$ cat config.mk
export PLATFORM = sky130hd
export DESIGN_NAME = vnr_div_cell
export DESIGN_NICKNAME = d
export VERILOG_FILES = /design/src/design/assert_macros.svh /design/src/design/vnr_pkg.sv /design/src/design/vnr_div_cell.sv
export SDC_FILE = /design/constraint.sdc
export NUM_CORES = 1
export LEC_CHECK = 0
export ABC_AREA = 1
export BUFFER_PORTS_ARGS = -buffer_cell sky130_fd_sc_hd__buf_2
export CORE_AREA = 2 2 143 145
export CTS_CLUSTER_SIZE = 25
export DETAILED_ROUTE_END_ITERATION = 7
export DIE_AREA = 0 0 145 147
export PLACE_DENSITY = 0.56
export SLEW_MARGIN = 20
export SYNTH_ARGS = -nofsm -noshare
export SYNTH_HDL_FRONTEND = slang
export SYNTH_SLANG_ARGS = --single-unit
export TNS_END_PERCENT = 1
$ cat constraint.sdc
create_clock -name i_clk -period 1.6 [get_ports i_clk]
set_clock_uncertainty 0.05 [all_clocks]
set_input_delay 0.08 -clock i_clk [delete_from_list [all_inputs] [get_ports i_clk]]
set_output_delay 0.08 -clock i_clk [all_outputs]
set_load 0.02 [all_outputs]
$ cat src/design/assert_macros.svh
// Assertion macros used by the top-level design file
`ifndef ASSERT_MACROS_SVH
`define ASSERT_MACROS_SVH

// Implication checked on every clock edge outside reset
`define ASSERT_IMPL(label, clk, rst_n, ante, cons, msg) \
    label: assert property (@(posedge clk) disable iff (!rst_n) (ante) |-> (cons)) \
        else $error(msg);

// Next-cycle implication checked outside reset
`define ASSERT_NEXT(label, clk, rst_n, ante, cons, msg) \
    label: assert property (@(posedge clk) disable iff (!rst_n) (ante) |=> (cons)) \
        else $error(msg);

`endif

$ cat src/design/vnr_pkg.sv
// Shared types and constants for the vector normalizer
package vnr_pkg;
    localparam int SqW   = 32;              // squared length width
    localparam int LenW  = 18;              // root width
    localparam int SqrtSteps = LenW;        // one root bit per cell
    localparam int NumW  = 40;              // radius << 24
    localparam int QW    = 41;              // quotient width
    localparam int DivSteps = NumW;         // one numerator bit per cell
    localparam int OutW  = 24;

    typedef struct packed {
        logic              vld;
        logic              zero;
        logic signed [15:0] x;
        logic signed [15:0] y;
        logic signed [15:0] z;
        logic [15:0]       rad;
    } t_tag;

    typedef struct packed {
        t_tag             tag;
        logic [35:0]      rem;   // remaining radicand
        logic [LenW-1:0]  root;
        logic [5:0]       idx;   // current pair index
    } t_sq;

    typedef struct packed {
        t_tag              tag;
        logic [NumW-1:0]   num;
        logic [LenW:0]     rem;
        logic [LenW-1:0]   den;
        logic [QW-1:0]     quo;
    } t_dv;
endpackage

$ cat src/design/vnr_div_cell.sv
// One restoring divider cell: resolves one quotient bit per cycle
module vnr_div_cell (
    input  logic         i_clk,
    input  logic         i_rst_n,
    input  vnr_pkg::t_dv i_d,
    output vnr_pkg::t_dv o_d
);
    import vnr_pkg::*;
    t_dv          n_d;
    t_dv          r_d;
    logic [LenW:0] sh;

    // Shift in the next numerator bit and subtract if it fits
    always_comb begin
        n_d = i_d;
        sh  = {i_d.rem[LenW-1:0], i_d.num[NumW-1]};
        n_d.num = {i_d.num[NumW-2:0], 1'b0};
        n_d.quo = {i_d.quo[QW-2:0], 1'b0};
        n_d.rem = sh;
        if (sh >= {1'b0, i_d.den}) begin
            n_d.rem = sh - {1'b0, i_d.den};
            n_d.quo[0] = 1'b1;
        end
    end

    always_ff @(posedge i_clk) begin
        if (!i_rst_n) begin
            r_d.tag.vld <= 1'b0;
        end else begin
            r_d.tag.vld <= i_d.tag.vld;
        end
        r_d.tag.zero <= n_d.tag.zero;
        r_d.tag.x    <= n_d.tag.x;
        r_d.tag.y    <= n_d.tag.y;
        r_d.tag.z    <= n_d.tag.z;
        r_d.tag.rad  <= n_d.tag.rad;
        r_d.num      <= n_d.num;
        r_d.rem      <= n_d.rem;
        r_d.den      <= n_d.den;
        r_d.quo      <= n_d.quo;
    end
    assign o_d = r_d;
endmodule

==> results.txt <==
----------------------------------------------------
[Run status]
  Run status ... completed

[Critical path]
  Slowest library cell on the worst path ... dlygate4sd3_1
  Delay contributed by the slowest stage of the critical path ... roughly 530 ps
  Beginning of the critical path ... i_d[76]
  Critical path type ... primary input to register
  Maximum net fanout on the critical path ... 9
  Critical path capture point ... o_d[65]$_DFF_P_
  CP arrival ... 1730 ps
  Crit path capture type ... register
  Crit start category ... primary input
  Cell with the most instances on the worst path ... nand2_1
  Required time at the worst-slack endpoint ... around 1900 ps
  Crit path cell chain ... dlygate4sd3_1 > buf_2 > inv_1 > nand4_1 > nor2_2 > nand3_1 > nand4_4 > clkinv_4 > nand2_1 > nand2_1

[Logic synthesis]
  Distinct cell type count after synthesis ... 28
  Net count of the mapped netlist ... about 700
  Number of warnings issued by yosys ... 0
  Post-synthesis register bit count ... 183
  Area fraction of the dominant cell type after synthesis ... a little over two thirds
  Average size of a mapped cell ... roughly 10 um2
  Fraction of the yosys area taken by sequential cells ... ~70%
  Cell area after synthesis ... ~5200 um2
  Post-synthesis cell count ... 496
  Post-synthesis cell type with the largest combined area ... dfxtp_1
  Ranking of synthesized cells by area ... dfxtp_1 (70%), nand2_1 (10%), ha_1 (4.3%)

[Layout]
  Area added between synthesis and finish ... 95.1%
  Final standard cell count with taps included and fillers excluded ... around 1.4k
  Ratio of cells with drive above 1 in the final layout ... between 40% and 50%
  Final core utilization ... a little over 50%
  Number of flip-flops under the largest register name ... about 180
  FF+latch area ... around 3700 um2
  Final design area excluding fillers ... just over 10000 um2
  Fill count ... roughly 1.8k
  Area of the multi-input gates ... about 1300 um2
  Post-layout nets ... between 1k and 1.5k

[Global routing]
  Met1 Track Usage GR ... 23.1%
  Grt peak-use layer ... met2
  First-pass GRT wire length ... roughly 33000 um
  Global-route met3 utilization ... ~7.4%
  Leftover overflow at the end of global routing ... 0
  Vias in the first global route ... 5733
  Number of antenna violations at the first check in global routing ... 7
  Global router's overall resource usage ... about a fifth
  Met2 Track Usage GR ... between 30% and 40%
  Maximum number of pins on one net before global-route repair ... 20

[STA]
  FMAX ... slightly below 700 MHz
  Final worst-path setup slack ... between 100 and 150 ps
  Unrepaired setup endpoints after global routing ... no
  Aggregate negative setup slack ... 0 ps
  Number of max-slew violations in the final report ... 0
  Final period demand of the worst path ... 1460 ps
  Setup violation total in the final timing report ... 0
  Ratio of final minimum period to clock period ... 91.0%
  Count of endpoints failing hold in the final timing report ... 0

[Pwr]
  Pwr dens ... 1100 nW/um2
  Worst supply voltage drop on vdd ... 0.000657 V
  Leakage Power ... ~0.0053 uW

[Route]
  Number of DRC violations after detailed routing ... 0
  Detailed-routing iteration count for the pre-antenna-repair pass ... 4
  Detailed-route wire length ... 22300 um
  Via density ... 3.91
  Overall via count from detail_route ... around 5.5k
  Antenna Violating Nets Remaining ... 0
  Final routed wire length divided by cell count ... approximately 16 um
  Starting DRT DRC Count ... between 150 and 200

[Placement]
  Number of placed instances, taps included ... between 1k and 1.5k
  Final estimated routing congestion in global placement ... slightly below 0.9
  Post-Place Cell Area ... approximately 7700 um2
  Count of buffers from port buffering ... 366
  Detail Placement HPWL ... 16300 um
  Dpl ws ... -228 ps

[Clock tree]
  Root Buffer ... clkbuf_16
  Number of clock sinks ... ~180
  CTS H-tree lvls ... 4
  Number of CTS-inserted buffers ... 17
  CTS tree ... done
  Register clock-pin slew on the reported worst setup and hold paths ... about 80 ps
  Max Buffers Root-to-Sink ... 2
  Total setup buffers inserted after CTS ... 0

[Die]
  Initial Util ... about a quarter
  Top-Level Pins ... 370
  Y dimension of the die ... between 100 and 150 um
  FP Rows ... 52
  Horizontal extent of the die ... approximately 150 um
  Die area ... approximately 21000 um2
  Area of the core ... ~20000 um2

[Job]
  Maxcap violations ... 0

[Min path]
  Hold Path Class ... primary input to register

----------------------------------------------------
critical path, delay by kind of cell:
family	cells	cell delay [ps]
buffers and inverters	4	880
AND/OR/NAND/NOR	6	750
layout by cell type (no fill, tap or decap), types with 2 or more instances in the layout:
master and count:
dfxtp_1 183, ha_1 18, xor2_1 7, nand4_1 2, buf_2 366, a21oi_1 10, or2_2 2, nand3_1 24
nand3b_1 6, nor2_1 22, nor2_2 2, nand2_1 143, inv_1 51, inv_2 3, inv_6 3, clkbuf_16 17
o21bai_1 2, a21oi_2 3, buf_4 49, inv_8 5, diode_2 5, dlygate4sd3_1 183, nand2_2 4, clkinv_4 5
nor3_1 2
cell type report:
class | instances | share of cell area (%)
Sequential cell | 183 | 36.1
Multi-Input combinational cell | 253 | 12.8
Timing Repair inverter | 1 | 0.0616
Clock buffer | 18 | 4.23
Clock inverter | 14 | 1.48
Timing Repair Buffer | 599 | 39.8
Inverter | 56 | 2.12
Tap cell | 270 | 3.33
Antenna cell | 5 | 0.123
Yosys cell counts:
cell	n
nand4_1	2
nand4_2	1
a21oi_2	2
conb_1	1
inv_1	51
nand2_1	143
xnor2_1	1
inv_4	1
nand3b_1	6
dfxtp_1	183
buf_6	1
clkinv_1	1
and2_1	1
nor2_1	22
inv_2	3
fa_1	1
buf_8	1
nand3_1	24
nand2_2	4
or2_2	2
nor2_2	2
a21oi_1	11
nor3_1	2
o21ai_0	1
ha_1	18
o21bai_1	2
xor2_1	7
buf_4	2
metrics by stage:
step | hold WS (ps) | power [uW]
floorplan | 57.7 | 5930
global placement | 132 | 6780
detailed placement | 134 | 6790
CTS | -176 | 11300
global route | 12.9 | 11700
finish | 11.4 | 11200
per-layer routing:
metal | wire length, um | up-vias
li1 | - | 2765
met1 | 9130 | 2462
met2 | 11000 | 205
met3 | 1460 | 37
met4 | 685 | 6
met5 | 37 | -
logic make-up after synthesis:
logic type      synth area share, %
buf+inv                        4.88
other cells                  0.0720
simple gates                   16.8
xor+xnor                       1.35
flops                          70.4
fa+ha+maj                      4.71
compound gates                 1.78
what timing repair did:
item	CTS	global route
resized for setup	0	6
hold buffers	182	1
hold endpoints to repair	182	1
endpoints found under the setup margin	0	17
worst min path at each step:
| stage | slack [ps] | from | endpoint | cells past startpoint |
|---|---|---|---|---|
| global route | 10 | i_d[59] | o_d[60]$_DFF_P_ | 4 |
| finish | 10 | i_d[59] | o_d[60]$_DFF_P_ | 4 |
| global placement | 130 | i_d[81] | o_d[82]$_DFF_P_ | 1 |
| CTS | -180 | i_d[59] | o_d[60]$_DFF_P_ | 3 |
| floorplan | 60 | i_d[99] | o_d[100]$_DFF_P_ | 0 |
| detailed placement | 130 | i_d[87] | o_d[88]$_DFF_P_ | 1 |
power by group:
part | internal [uW] | switching [uW]
clock | 2100 | 2030
combinational | 979 | 1140
sequential | 4870 | 78.4
total | 7950 | 3250
Power figures use the tool's default switching activity.
