File: src/design/assert_macros.svh
// Assertion macros used by the top-level design file
`ifndef ASSERT_MACROS_SVH
`define ASSERT_MACROS_SVH

// Implication checked on every clock edge outside reset
`define ASSERT_IMPL(label, clk, rst_n, ante, cons, msg) \
    label: assert property (@(posedge clk) disable iff (!rst_n) (ante) |-> (cons)) \
        else $error(msg);

// Next-cycle implication checked outside reset
`define ASSERT_NEXT(label, clk, rst_n, ante, cons, msg) \
    label: assert property (@(posedge clk) disable iff (!rst_n) (ante) |=> (cons)) \
        else $error(msg);

`endif

File: src/design/vnr_pkg.sv
// Shared types and constants for the vector normalizer
package vnr_pkg;
    localparam int SqW   = 32;              // squared length width
    localparam int LenW  = 18;              // root width
    localparam int SqrtSteps = LenW;        // one root bit per cell
    localparam int NumW  = 40;              // radius << 24
    localparam int QW    = 41;              // quotient width
    localparam int DivSteps = NumW;         // one numerator bit per cell
    localparam int OutW  = 24;

    typedef struct packed {
        logic              vld;
        logic              zero;
        logic signed [15:0] x;
        logic signed [15:0] y;
        logic signed [15:0] z;
        logic [15:0]       rad;
    } t_tag;

    typedef struct packed {
        t_tag             tag;
        logic [35:0]      rem;   // remaining radicand
        logic [LenW-1:0]  root;
        logic [5:0]       idx;   // current pair index
    } t_sq;

    typedef struct packed {
        t_tag              tag;
        logic [NumW-1:0]   num;
        logic [LenW:0]     rem;
        logic [LenW-1:0]   den;
        logic [QW-1:0]     quo;
    } t_dv;
endpackage

File: src/design/vnr_sqrt_cell.sv
// One restoring square-root cell: resolves one root bit per cycle
module vnr_sqrt_cell (
    input  logic        i_clk,
    input  logic        i_rst_n,
    input  vnr_pkg::t_sq i_d,
    output vnr_pkg::t_sq o_d
);
    import vnr_pkg::*;
    t_sq         n_d;
    t_sq         r_d;
    logic [37:0] trial;
    logic [37:0] curr;

    // Try to append a one to the root
    always_comb begin
        n_d  = i_d;
        curr = {i_d.rem, 2'b00} >> 0;
        trial = {18'd0, i_d.root, 2'b01};
        curr = {2'b00, i_d.rem};
        n_d.rem = i_d.rem;
        n_d.root = {i_d.root[LenW-2:0], 1'b0};
        if ((curr >> (2 * i_d.idx)) >= {trial[35:0], 2'b00} >> 2) begin
            n_d.rem  = 36'(curr - (trial << (2 * i_d.idx)));
            n_d.root = {i_d.root[LenW-2:0], 1'b1};
        end
        n_d.idx = i_d.idx - 6'd1;
    end

    always_ff @(posedge i_clk) begin
        if (!i_rst_n) begin
            r_d.tag.vld <= 1'b0;
        end else begin
            r_d.tag.vld <= i_d.tag.vld;
        end
        r_d.tag.zero <= n_d.tag.zero;
        r_d.tag.x    <= n_d.tag.x;
        r_d.tag.y    <= n_d.tag.y;
        r_d.tag.z    <= n_d.tag.z;
        r_d.tag.rad  <= n_d.tag.rad;
        r_d.rem      <= n_d.rem;
        r_d.root     <= n_d.root;
        r_d.idx      <= n_d.idx;
    end
    assign o_d = r_d;
endmodule

File: config.mk
export PLATFORM = sky130hd
export DESIGN_NAME = vnr_sqrt_cell
export DESIGN_NICKNAME = d
export VERILOG_FILES = /design/src/design/assert_macros.svh /design/src/design/vnr_pkg.sv /design/src/design/vnr_sqrt_cell.sv
export SDC_FILE = /design/constraint.sdc
export NUM_CORES = 1
export LEC_CHECK = 0
export BUFFER_PORTS_ARGS = -buffer_cell sky130_fd_sc_hd__clkbuf_2
export CAP_MARGIN = 20
export CORE_AREA = 3 3 136 138
export DETAILED_ROUTE_END_ITERATION = 7
export DIE_AREA = 0 0 139 141
export PLACE_DENSITY_LB_ADDON = 0.08
export SLEW_MARGIN = 20
export SYNTH_ARGS = -nofsm -noshare
export SYNTH_HDL_FRONTEND = slang
export SYNTH_SLANG_ARGS = --single-unit
File: constraint.sdc
create_clock -name i_clk -period 4.75 [get_ports i_clk]
set_clock_uncertainty 0.05 [all_clocks]
set_input_delay 0.2375 -clock i_clk [delete_from_list [all_inputs] [get_ports i_clk]]
set_output_delay 0.2375 -clock i_clk [all_outputs]
set_load 0.005 [all_outputs]
==> results of run 1 <==
-- metrics by stage --
stage                     utilization (%)  hold slack (ns)
final                                62.4           0.0202
after global routing                 62.4          0.00845
after CTS                            62.4          0.00811
after detailed placement             54.1            0.291
after global placement               54.1            0.290
after floorplan                         -            0.215
-- worst max-delay path, delay by kind of cell --
| kind | cells | cell delay, ns |
|---|---|---|
| AOI/OAI and AO/OA | 10 | 2.80 |
| adders and majority gates | 1 | 0.37 |
| buffers and inverters | 4 | 0.92 |
| and+or+nand+nor | 3 | 0.33 |
-- cell families after synthesis --
family	after synthesis
adders and majority gates	57
xor gates and xnor gates	30
and+or+nand+nor	303
buffers and inverters	83
muxes	67
AOI/OAI and AO/OA	275
DFF	126
-- power breakdown --
group / internal, mW / total [mW] / switching [mW]
Sequential: 1.14 / 1.16 / 0.0221
Combinational: 0.378 / 0.860 / 0.482
Clock: 0.835 / 1.36 / 0.530
Total: 2.35 / 3.39 / 1.03
-- layout make-up --
| type | instances | share of cell area [%] |
|---|---|---|
| Clock buffer | 18 | 3.97 |
| Clock inverter | 14 | 1.67 |
| Inverter | 32 | 1.11 |
| Multi-Input combinational cell | 732 | 45.5 |
| Sequential cell | 126 | 23.4 |
| Tap cell | 225 | 2.61 |
| Timing Repair Buffer | 367 | 21.8 |
-- synthesized netlist by cell type, drive strengths merged, types with 6 or more instances --
cell / count
nand2: 134
dfxtp: 126
nor2: 94
a21oi: 80
o21ai: 69
ha: 57
mux2i: 45
inv: 31
a21o: 28
buf: 28
clkbuf: 23
a211oi: 22
xnor2: 15
xor2: 15
mux4: 14
a31oi: 11
o211ai: 10
nor2b: 9
nor3: 9
mux2: 8
nand2b: 8
nand3: 8
and2: 7
or2: 7
nand4: 6
-- layer usage --
metal	GRT usage [%]	wire length, um	up-vias
met5	0	0	-
met4	11.5	1070	0
met3	7.50	2390	75
met2	49.1	13900	410
met1	37.2	12500	3821
li1	-	-	4045
-- path summary, 6_finish.rpt --
check | to | slack, ns | cells past startpoint
max | o_d[58]$_DFF_P_ | 0.36 | 18
min | o_d[8]$_DFF_P_ | 0.02 | 1
-- timing repair --
item                                    CTS  global route
endpoints found under the hold margin    82             0
hold buffers                             83             0
endpoints found under the setup margin    0             0
==> results list, run 1 <==
- After legalization and detailed placement, the total HPWL measured 22200 um.
- Sequential cells were found to cover 32.3% of the synthesized design area.
- Minimum setup slack in the final design: 0.359 ns
- The number of antenna diodes in the final layout is 0.
- STA classifies the critical path endpoint as a flip-flop.
- In this design, the stage delay of the slowest critical-path cell is 0.53 ns.
- Of all nets on the critical path, the largest fanout is 3.
- After detailed placement, the total cell area comes to 9360 um^2.
- Worst IR Drop VDD: 0.276 mV
* Die X-Extent: 139 um
- Global Route Usage Sum: 29.6%
- # DRC: 0
- Entering global routing, the biggest net connects 57 pins.
- Summed over its instances, the top area cell type makes up 32.3% of the synthesized netlist area.
- Starting density of the core: 45.2%
- Summed instance area of the synthesized netlist: 7810 um^2
- Shortest clock period the worst path allows after layout: 4.39 ns
* Placement-stage worst setup slack: 0.252 ns
- Number of nets in the layout: 1461
- Per-cell routed wire length: 19.7 um
* Clock Sink Count: 126
- The finished cells cover 10800 um^2.
- In the synthesized netlist, the number of instances is 941.
- In this run the count of I/O pins placed on the die edge is 254.
- Final clock period utilization by the worst path: 92.4%
* Crit path required time: 5.01 ns
- After synthesis, the largest family of logic cells by area is compound AO/OA/AOI/OAI gates.
* Area growth, synth to finish: 38.2%
* Global-route wire length before repair: 46200 um
- The run finished with clean final reports.
* Final slew viol count: 0
- The final layout contains routed wiring with a total length of 29800 um.
- H-tree level count: 4
- Core Box Area: 17300 um^2
- Vert. Die Dim: 141 um
- Clock-pin transition on the worst setup and hold timing paths: 0.06 ns
- For this run, the top clock speed supported by timing is 228 MHz.
* Area share of and/or/nand/nor cells after synthesis: 17.1%
* Arrival @ worst endpoint: 4.65 ns
- After global routing the overflow that remains totals 0.
- The number of endpoints with negative hold slack in the final report was 0.
* Die Outline Area: 19600 um^2
- Top library cells by usage in the layout, fill and taps aside: clkbuf_2 (252), nand2_1 (133), dfxtp_1 (126)
- Measured against the total synthesized area, the mux share comes to 11.0%.
* Via count: 8351
- TritonCTS built the clock tree.
- Fraction of synthesized cell area in xor and xnor cells: 3.36%
* Number of library cell types mapped by synthesis: 74
* Max Root-Sink Buffers: 2
- In this run the power density over the cells is 314 nW/um^2.
- Row generation in the floorplan step produced 48 rows.
- Type of the most critical hold path: input port to flip-flop
- In the post-synthesis netlist, the biggest area contributors are dfxtp_1 (32%), ha_1 (9.1%), nand2_1 (6.4%).
* Share of the synthesized area in compound gates (AO/OA/AOI/OAI): 22.2%
* Count of warnings emitted by yosys: 0
* Max-cap viol count: 0
- Summing all multi-input logic gate instances after layout gives 4910 um^2.
- dfxtp_1 takes more of the synthesized area than any other cell.
- Startpoint class of the critical path: input port
- Per-instance average area after synthesis: 8.30 um^2
- Most common library cell in the layout ignoring fill and taps: clkbuf_2
- Post-cts repair resize count: 0
- Cell-by-cell listing of the critical path: dlygate4sd3_1 -> clkbuf_2 -> inv_1 -> o21ai_0 -> nor2_1 -> a211oi_1 -> o21ai_0 -> ha_1 -> and3_1 -> nand2_1 -> a2111oi_0 -> buf_4 -> o21ai_0 -> a21o_1 -> a211oi_1 -> o21ai_0 -> a211o_2 -> o221a_1
* Max FFs per register: 126
- Registers take 2520 um^2.
* Number of buffers added by the clock tree synthesis step: 17
- Relative max-transition margin: 54.8%
* Initial detailed-routing violation count: 681
- RSZ-0062 raised after global routing: false
* Number of nets produced by synthesis: 1126
- During placement, the flow inserted port buffers numbering 253.
- Critical Setup Path Class: input port to flip-flop
* Post-layout power: 3.39 mW
- Setup Viol. Count Final: 0
* Area share of fa/ha/maj cells after synthesis: 9.13%
- The layout has 1549 filler cells.
- Library cell contributing the largest single delay on the critical path: dlygate4sd3_1
* Layout Cells excl Fill: 1514
* Clk Tree Root Cell: clkbuf_16
- At the pin with the least slew margin, the transition time is 0.671 ns.
* CP most frequent cell: o21ai_0
- Vias per std cell: 5.52
* Via count of the first global-routing pass: 8112
* Number of detailed-routing iterations run before antenna repair: 5
- Start point of the worst min-delay path: i_d[7]
- Among all flip-flop cells after synthesis, the most frequent one is dfxtp_1.
- The number of antenna violations at the first check in global routing was 0.
- P_leak: 5.16 nW
- After synthesis, the share of flip-flops with an asynchronous set or reset is 0%.
- The congestion estimate from routability-driven global placement came to 1.02.
* Seq cells post-synth: 126
- Setup total negative slack on the finished layout was measured at 0 ns.
* CP startpoint: i_d[11]
* Post-CTS setup-driven buffer insertion count: 0
- The count of nets left with antenna violations once routing finished came out at 0.
- In this run, synthesis inferred 0 flip-flops with an integrated enable.
* Cell Count Post-Placement: 1399
- In the final layout, the share of cells above drive strength 1 is 27.5%.
Note: power is estimated with default switching activity, not from simulation.
==> run 2, diff against run 1 <==
--- a/config.mk
+++ b/config.mk
@@ -10,7 +10,7 @@
 export CORE_AREA = 3 3 136 138
 export DETAILED_ROUTE_END_ITERATION = 7
 export DIE_AREA = 0 0 139 141
-export PLACE_DENSITY_LB_ADDON = 0.08
+export PLACE_DENSITY_LB_ADDON = 0.25
 export SLEW_MARGIN = 20
 export SYNTH_ARGS = -nofsm -noshare
 export SYNTH_HDL_FRONTEND = slang
==> results list, run 2 (synthesized netlist as in run 1, its figures left out) <==
- Clk Tree Root Cell: clkbuf_16
- Routed signal wires occupy layers up through met4.
- The die covers 19600 um^2.
- Final slew viol count: 0
- After routing the design area is 10800 um^2.
* Initial antenna violation count: 0
* Row cnt: 48
- Summing all flip-flop and latch instances after layout gives 2520 um^2.
- Shortest clock period the worst path allows after layout: 4.32 ns
* Vert. Die Dim: 141 um
* Multi-input combinational cell area: 4910 um^2
* Routed length on met2: 14100 um
- Once routing completed, OpenROAD measured the worst setup slack at 0.433 ns.
- The run finished with clean final reports.
- Initial detailed-routing violation count: 698
- Hold Crit Endpoint: o_d[24]$_DFF_P_
- Via count: 8564
* Worst IR Drop VDD: 0.264 mV
- In this run the tool buffered the top-level ports with 253 buffer cells.
* Share of final-layout standard cells stronger than drive strength 1: 27.9%
- Crit path required time: 5.02 ns
- 254 I/O pins were placed.
* Total Routed Length: 31200 um
- Global Route Usage Sum: 31.2%
- The min-delay analysis places its worst path in the category input port to flip-flop.
* Area growth, synth to finish: 38.4%
* Crit. End Element: flip-flop
* Layout Cells excl Fill: 1519
- Post-layout power: 3.36 mW
* Top library cells by usage in the layout, fill and taps aside: clkbuf_2 (252), nand2_1 (133), dfxtp_1 (126)
- Power per unit of standard cell area: 311 nW/um^2
* H-tree level count: 4
- After detailed placement, the design holds a cell count of 1404.
- Leaving out fill and tap cells, the most frequent cell in the layout is clkbuf_2.
- Final hold analysis gives a worst-case slack of 0.0249 ns.
- Along the worst hold path, the cell count comes to 3.
- Max FFs per register: 126
- In the final routed layout, each cell accounts on average for 20.6 um.
* Max Root-Sink Buffers: 2
* Cell area after placement: 9400 um^2
- In the finished design, the share of the clock period the worst path needs comes to 90.9%.
- Number of inserted diodes: 0
* Fillers: 1488
- After floorplanning, the core was sized to cover 17300 um^2.
- STA classifies the critical path startpoint as an input port.
- Remaining antenna violation count: 0
* Starting density of the core: 45.2%
- Arrival @ worst endpoint: 4.59 ns
* Final HPWL DP: 23100 um
* Final weighted congestion of routability-driven global placement: 1.00
* Clock-pin transition on the worst setup and hold timing paths: 0.06 ns
- Vias per std cell: 5.64
- Met1 WL: 12600 um
- Number of buffers added by the clock tree synthesis step: 17
- The first TritonRoute pass finished after 5 iterations.
- From left edge to right edge, the die measures 139 um.
* Via count of the first global-routing pass: 8223
* Hold Vio Cnt, Final: 0
- Setup repair after global routing left no endpoint under its margin.
* TritonCTS clock tree: done
* # DRC: 0
- Max-cap viol count: 0
- In this run the tightest slew margin relative to its limit is 54.4%.
- At the placement stage, the worst setup path has a slack of 0.399 ns.
- For this run, the post-layout net count is 1466.
- Overflow after GRT: 0
- In this run the most critical hold path is launched from i_d[24].
* Clock Sink Count: 126
- Post-CTS setup-driven buffer insertion count: 0
- In this run the worst path has a maximum fanout of 3.
* Util after Layout: 62.5%
- Detailed routing placed a total of 2940 um of wire on met3.
* P_leak: 5.18 nW
* Aggregate negative setup slack: 0 ns
* Global-route wire length before repair: 48000 um
- For the pin with the worst max-slew slack, the measured transition is 0.679 ns.
- Critical Setup Path Class: input port to flip-flop
* Peak clock frequency supported by timing: 232 MHz
- Setup Viol. Count Final: 0
* Largest net degree at the start of global routing: 37
==> run 2: metal layers <==
metal	global-route usage [%]	vias to the layer above
li1	-	4053
met1	39.4	3962
met2	49.9	467
met3	7.70	82
met4	15.5	0
met5	0	-
==> run 2: area by class of cell <==
class | instances | area share, %
well taps | 225 | 2.60
multi-input cells | 732 | 45.4
inverters | 32 | 1.11
clock buffers | 18 | 4.06
flip-flops and latches | 126 | 23.3
clock inverters | 14 | 1.35
repair buffers | 372 | 22.1
==> run 2: report_power, final <==
| group | total (mW) | switching, mW | internal [mW] |
|---|---|---|---|
| Combinational | 0.875 | 0.492 | 0.383 |
| Clock | 1.32 | 0.567 | 0.753 |
| Sequential | 1.16 | 0.0230 | 1.14 |
| Total | 3.36 | 1.08 | 2.28 |
==> run 2: worst max-delay path by stage <==
stage / startpoint / end / slack [ns] / depth (start not counted)
final: i_d[11] / o_d[58]$_DFF_P_ / 0.43 / 18
after global routing: i_d[11] / o_d[58]$_DFF_P_ / 0.12 / 18
after CTS: i_d[6] / o_d[58]$_DFF_P_ / 0.55 / 16
after detailed placement: i_d[0] / o_d[58]$_DFF_P_ / 0.40 / 15
after global placement: i_d[0] / o_d[58]$_DFF_P_ / 0.39 / 15
after floorplan: i_d[1] / o_d[58]$_DFF_P_ / 0.44 / 18
==> run 2: repair_timing <==
action	CTS	global route
gates resized for setup	0	0
hold buffers	83	0
endpoints found under the setup margin	0	0
endpoints found under the hold margin	82	0
==> run 2: critical path: stages <==
cell           delay [ns]
dlygate4sd3_1        0.53
clkbuf_2             0.13
inv_1                0.06
o21ai_0              0.41
nor2_1               0.09
a211oi_1             0.32
o21ai_0              0.24
ha_1                 0.36
and3_1               0.21
nand2_1              0.10
a2111oi_0            0.35
buf_4                0.19
o21ai_0              0.09
a21o_1               0.24
a211oi_1             0.32
o21ai_0              0.23
a211o_2              0.37
o221a_1              0.11
==> run 3, diff against run 2 <==
--- a/config.mk
+++ b/config.mk
@@ -5,11 +5,11 @@
 export SDC_FILE = /design/constraint.sdc
 export NUM_CORES = 1
 export LEC_CHECK = 0
-export BUFFER_PORTS_ARGS = -buffer_cell sky130_fd_sc_hd__clkbuf_2
 export CAP_MARGIN = 20
 export CORE_AREA = 3 3 136 138
 export DETAILED_ROUTE_END_ITERATION = 7
 export DIE_AREA = 0 0 139 141
+export DONT_BUFFER_PORTS = 1
 export PLACE_DENSITY_LB_ADDON = 0.25
 export SLEW_MARGIN = 20
 export SYNTH_ARGS = -nofsm -noshare
==> results list, run 3 (synthesized netlist as in run 1, its figures left out) <==
- Run status: finished clean
* Cell Count Post-Placement: 1125
* Via count: 7656
- Die Outline Area: 19600 um^2
- Remaining antenna violation count: 0
- Crit path required time: 5.01 ns
- Starting density of the core: 45.2%
- Global routing used 28.7% of the available tracks.
* Setup Viol. Count Final: 0
* Max FFs per register: 126
- Clock-pin slew was measured on the worst setup and hold paths at 0.06 ns.
- Max-cap viol count: 0
- Setup repair after global routing left no endpoint under its margin.
- Buffers inserted to repair hold after CTS numbered 123.
- H-tree level count: 4
- Pin placement for this block handled 254 I/O pins.
* Final clock period utilization by the worst path: 92.8%
* Arrival @ worst endpoint: 4.67 ns
- Final std cell area, no fill: 9750 um^2
* Via count of the first global-routing pass: 7341
- Number of inserted diodes: 0
- Vias per std cell: 5.98
- Tightest Pin Transition: 0.835 ns
- Leaving out fill and tap cells, the most frequent cells in the layout are nand2_1 (133), dfxtp_1 (126), dlygate4sd3_1 (123).
- Once placement finished, the instance area stood at 7910 um^2.
- Row generation in the floorplan step produced 48 rows.
- Startpoint class of the critical path: input port
- Number of nets in the layout: 1227
- At the end of routability-driven placement, the weighted congestion stood at 1.00.
- Post-CTS setup-driven buffer insertion count: 0
- Power spread over the standard cell area amounts to 327 nW/um^2.
- Number of detailed-routing iterations run before antenna repair: 5
- The finished layout holds 1280 standard cells, fillers aside.
- Along the worst path, the maximum fanout reaches 82.
- Most common library cell in the layout ignoring fill and taps: nand2_1
- The die is 139 um wide.
- Per-cell routed wire length: 22.5 um
- The max-slew violation count was 0.
* Share of final-layout standard cells stronger than drive strength 1: 7.77%
- The worst-case IR drop observed on VDD is 0.283 mV.
* Port buffer count: 0
- Summed over all cells, the static leakage comes to 4.17 nW.
- Initial antenna violation count: 0
- The tightest min-delay check is of the input port to flip-flop type.
- Entering global routing, the biggest net connects 83 pins.
- Multi-input combinational cell area: 4910 um^2
- Global-route wire length before repair: 43600 um
- Initial detailed-routing violation count: 739
- Crit. End Element: flip-flop
- From bottom edge to top edge, the die measures 141 um.
- Final HPWL DP: 20800 um
- Counting the fill cells in the layout gives 1588.
- The setup path with the least slack is of type input port to flip-flop.
* Post-cts repair resize count: 0
- TritonCTS built the clock tree.
- For this block, the routed nets add up to 28700 um of wire.
- Clk Tree Root Cell: clkbuf_16
- Clock Sink Count: 126
- After floorplanning, the core was sized to cover 17300 um^2.
- The clock passes through at most 2 buffers.
- Hold Vio Cnt, Final: 0
- Aggregate negative setup slack: 0 ns
* # DRC: 0
- The sequential cells in the finished layout cover a total of 2520 um^2.
* Shortest clock period the worst path allows after layout: 4.41 ns
- The design draws 3.19 mW.
- Relative max-transition margin: 43.7%
- From synthesis to final layout, the design area changed by 24.7%.
* Peak clock frequency supported by timing: 227 MHz
- Minimum setup slack in the final design: 0.341 ns
- Placement-stage worst setup slack: 0.446 ns
* Number of buffers added by the clock tree synthesis step: 17
* Overflow after GRT: 0
-- run 3: cell types whose count changed in the layout (fill, tap and decap cells not counted), sizes merged --
cell | previous run | this run
clkinvlp | 2 | 0
buf | 37 | 10
clkbuf | 270 | 18
inv | 39 | 40
bufinv | 1 | 2
dlygate4sd3 | 83 | 123
-- run 3: power by group --
part,switching [mW],internal (mW),leakage [nW]
logic,0.351,0.300,2.81
clock network,0.541,0.805,0.300
registers,0.0486,1.14,1.06
-- run 3: area by class of cell --
| class | instances | share of cell area [%] |
|---|---|---|
| clock buffer | 18 | 4.51 |
| clock inverter | 14 | 1.72 |
| inverter | 32 | 1.23 |
| multi-input combinational | 732 | 50.4 |
| sequential | 126 | 25.9 |
| tap | 225 | 2.89 |
| timing repair buffer | 133 | 13.4 |
-- run 3: worst paths after layout --
kind	startpoint	endpoint	slack, ns	cells past startpoint
max	i_d[0]	o_d[58]$_DFF_P_	0.34	17
min	i_d[25]	o_d[25]$_DFF_P_	0.04	3
-- run 3: critical path: stages --
cell	delay, ns
dlygate4sd3_1	0.61
inv_1	0.18
ha_1	0.28
ha_1	0.23
and3_1	0.20
ha_1	0.20
ha_1	0.21
nor2b_1	0.18
o2111ai_1	0.18
a2111oi_0	0.56
buf_4	0.21
o21ai_0	0.09
a21o_1	0.25
a211oi_1	0.37
o21ai_0	0.20
a211o_2	0.35
o221a_1	0.13
-- run 3: per-stage QoR --
step | util [%] | hold slack [ns]
after floorplan | - | 0.215
after global placement | 45.7 | 0.215
after detailed placement | 45.7 | 0.215
after CTS | 56.3 | 0.0174
after global routing | 56.3 | 0.0440
final | 56.3 | 0.0376
-- run 3: per-layer routing --
metal | GRT usage, % | vias to the layer above | wire length (um)
met2 | 45.9 | 449 | 13200
li1 | - | 3588 | -
met4 | 13.1 | 0 | 1270
met5 | 0 | - | 0
met3 | 8.96 | 80 | 2880
met1 | 35.6 | 3539 | 11400
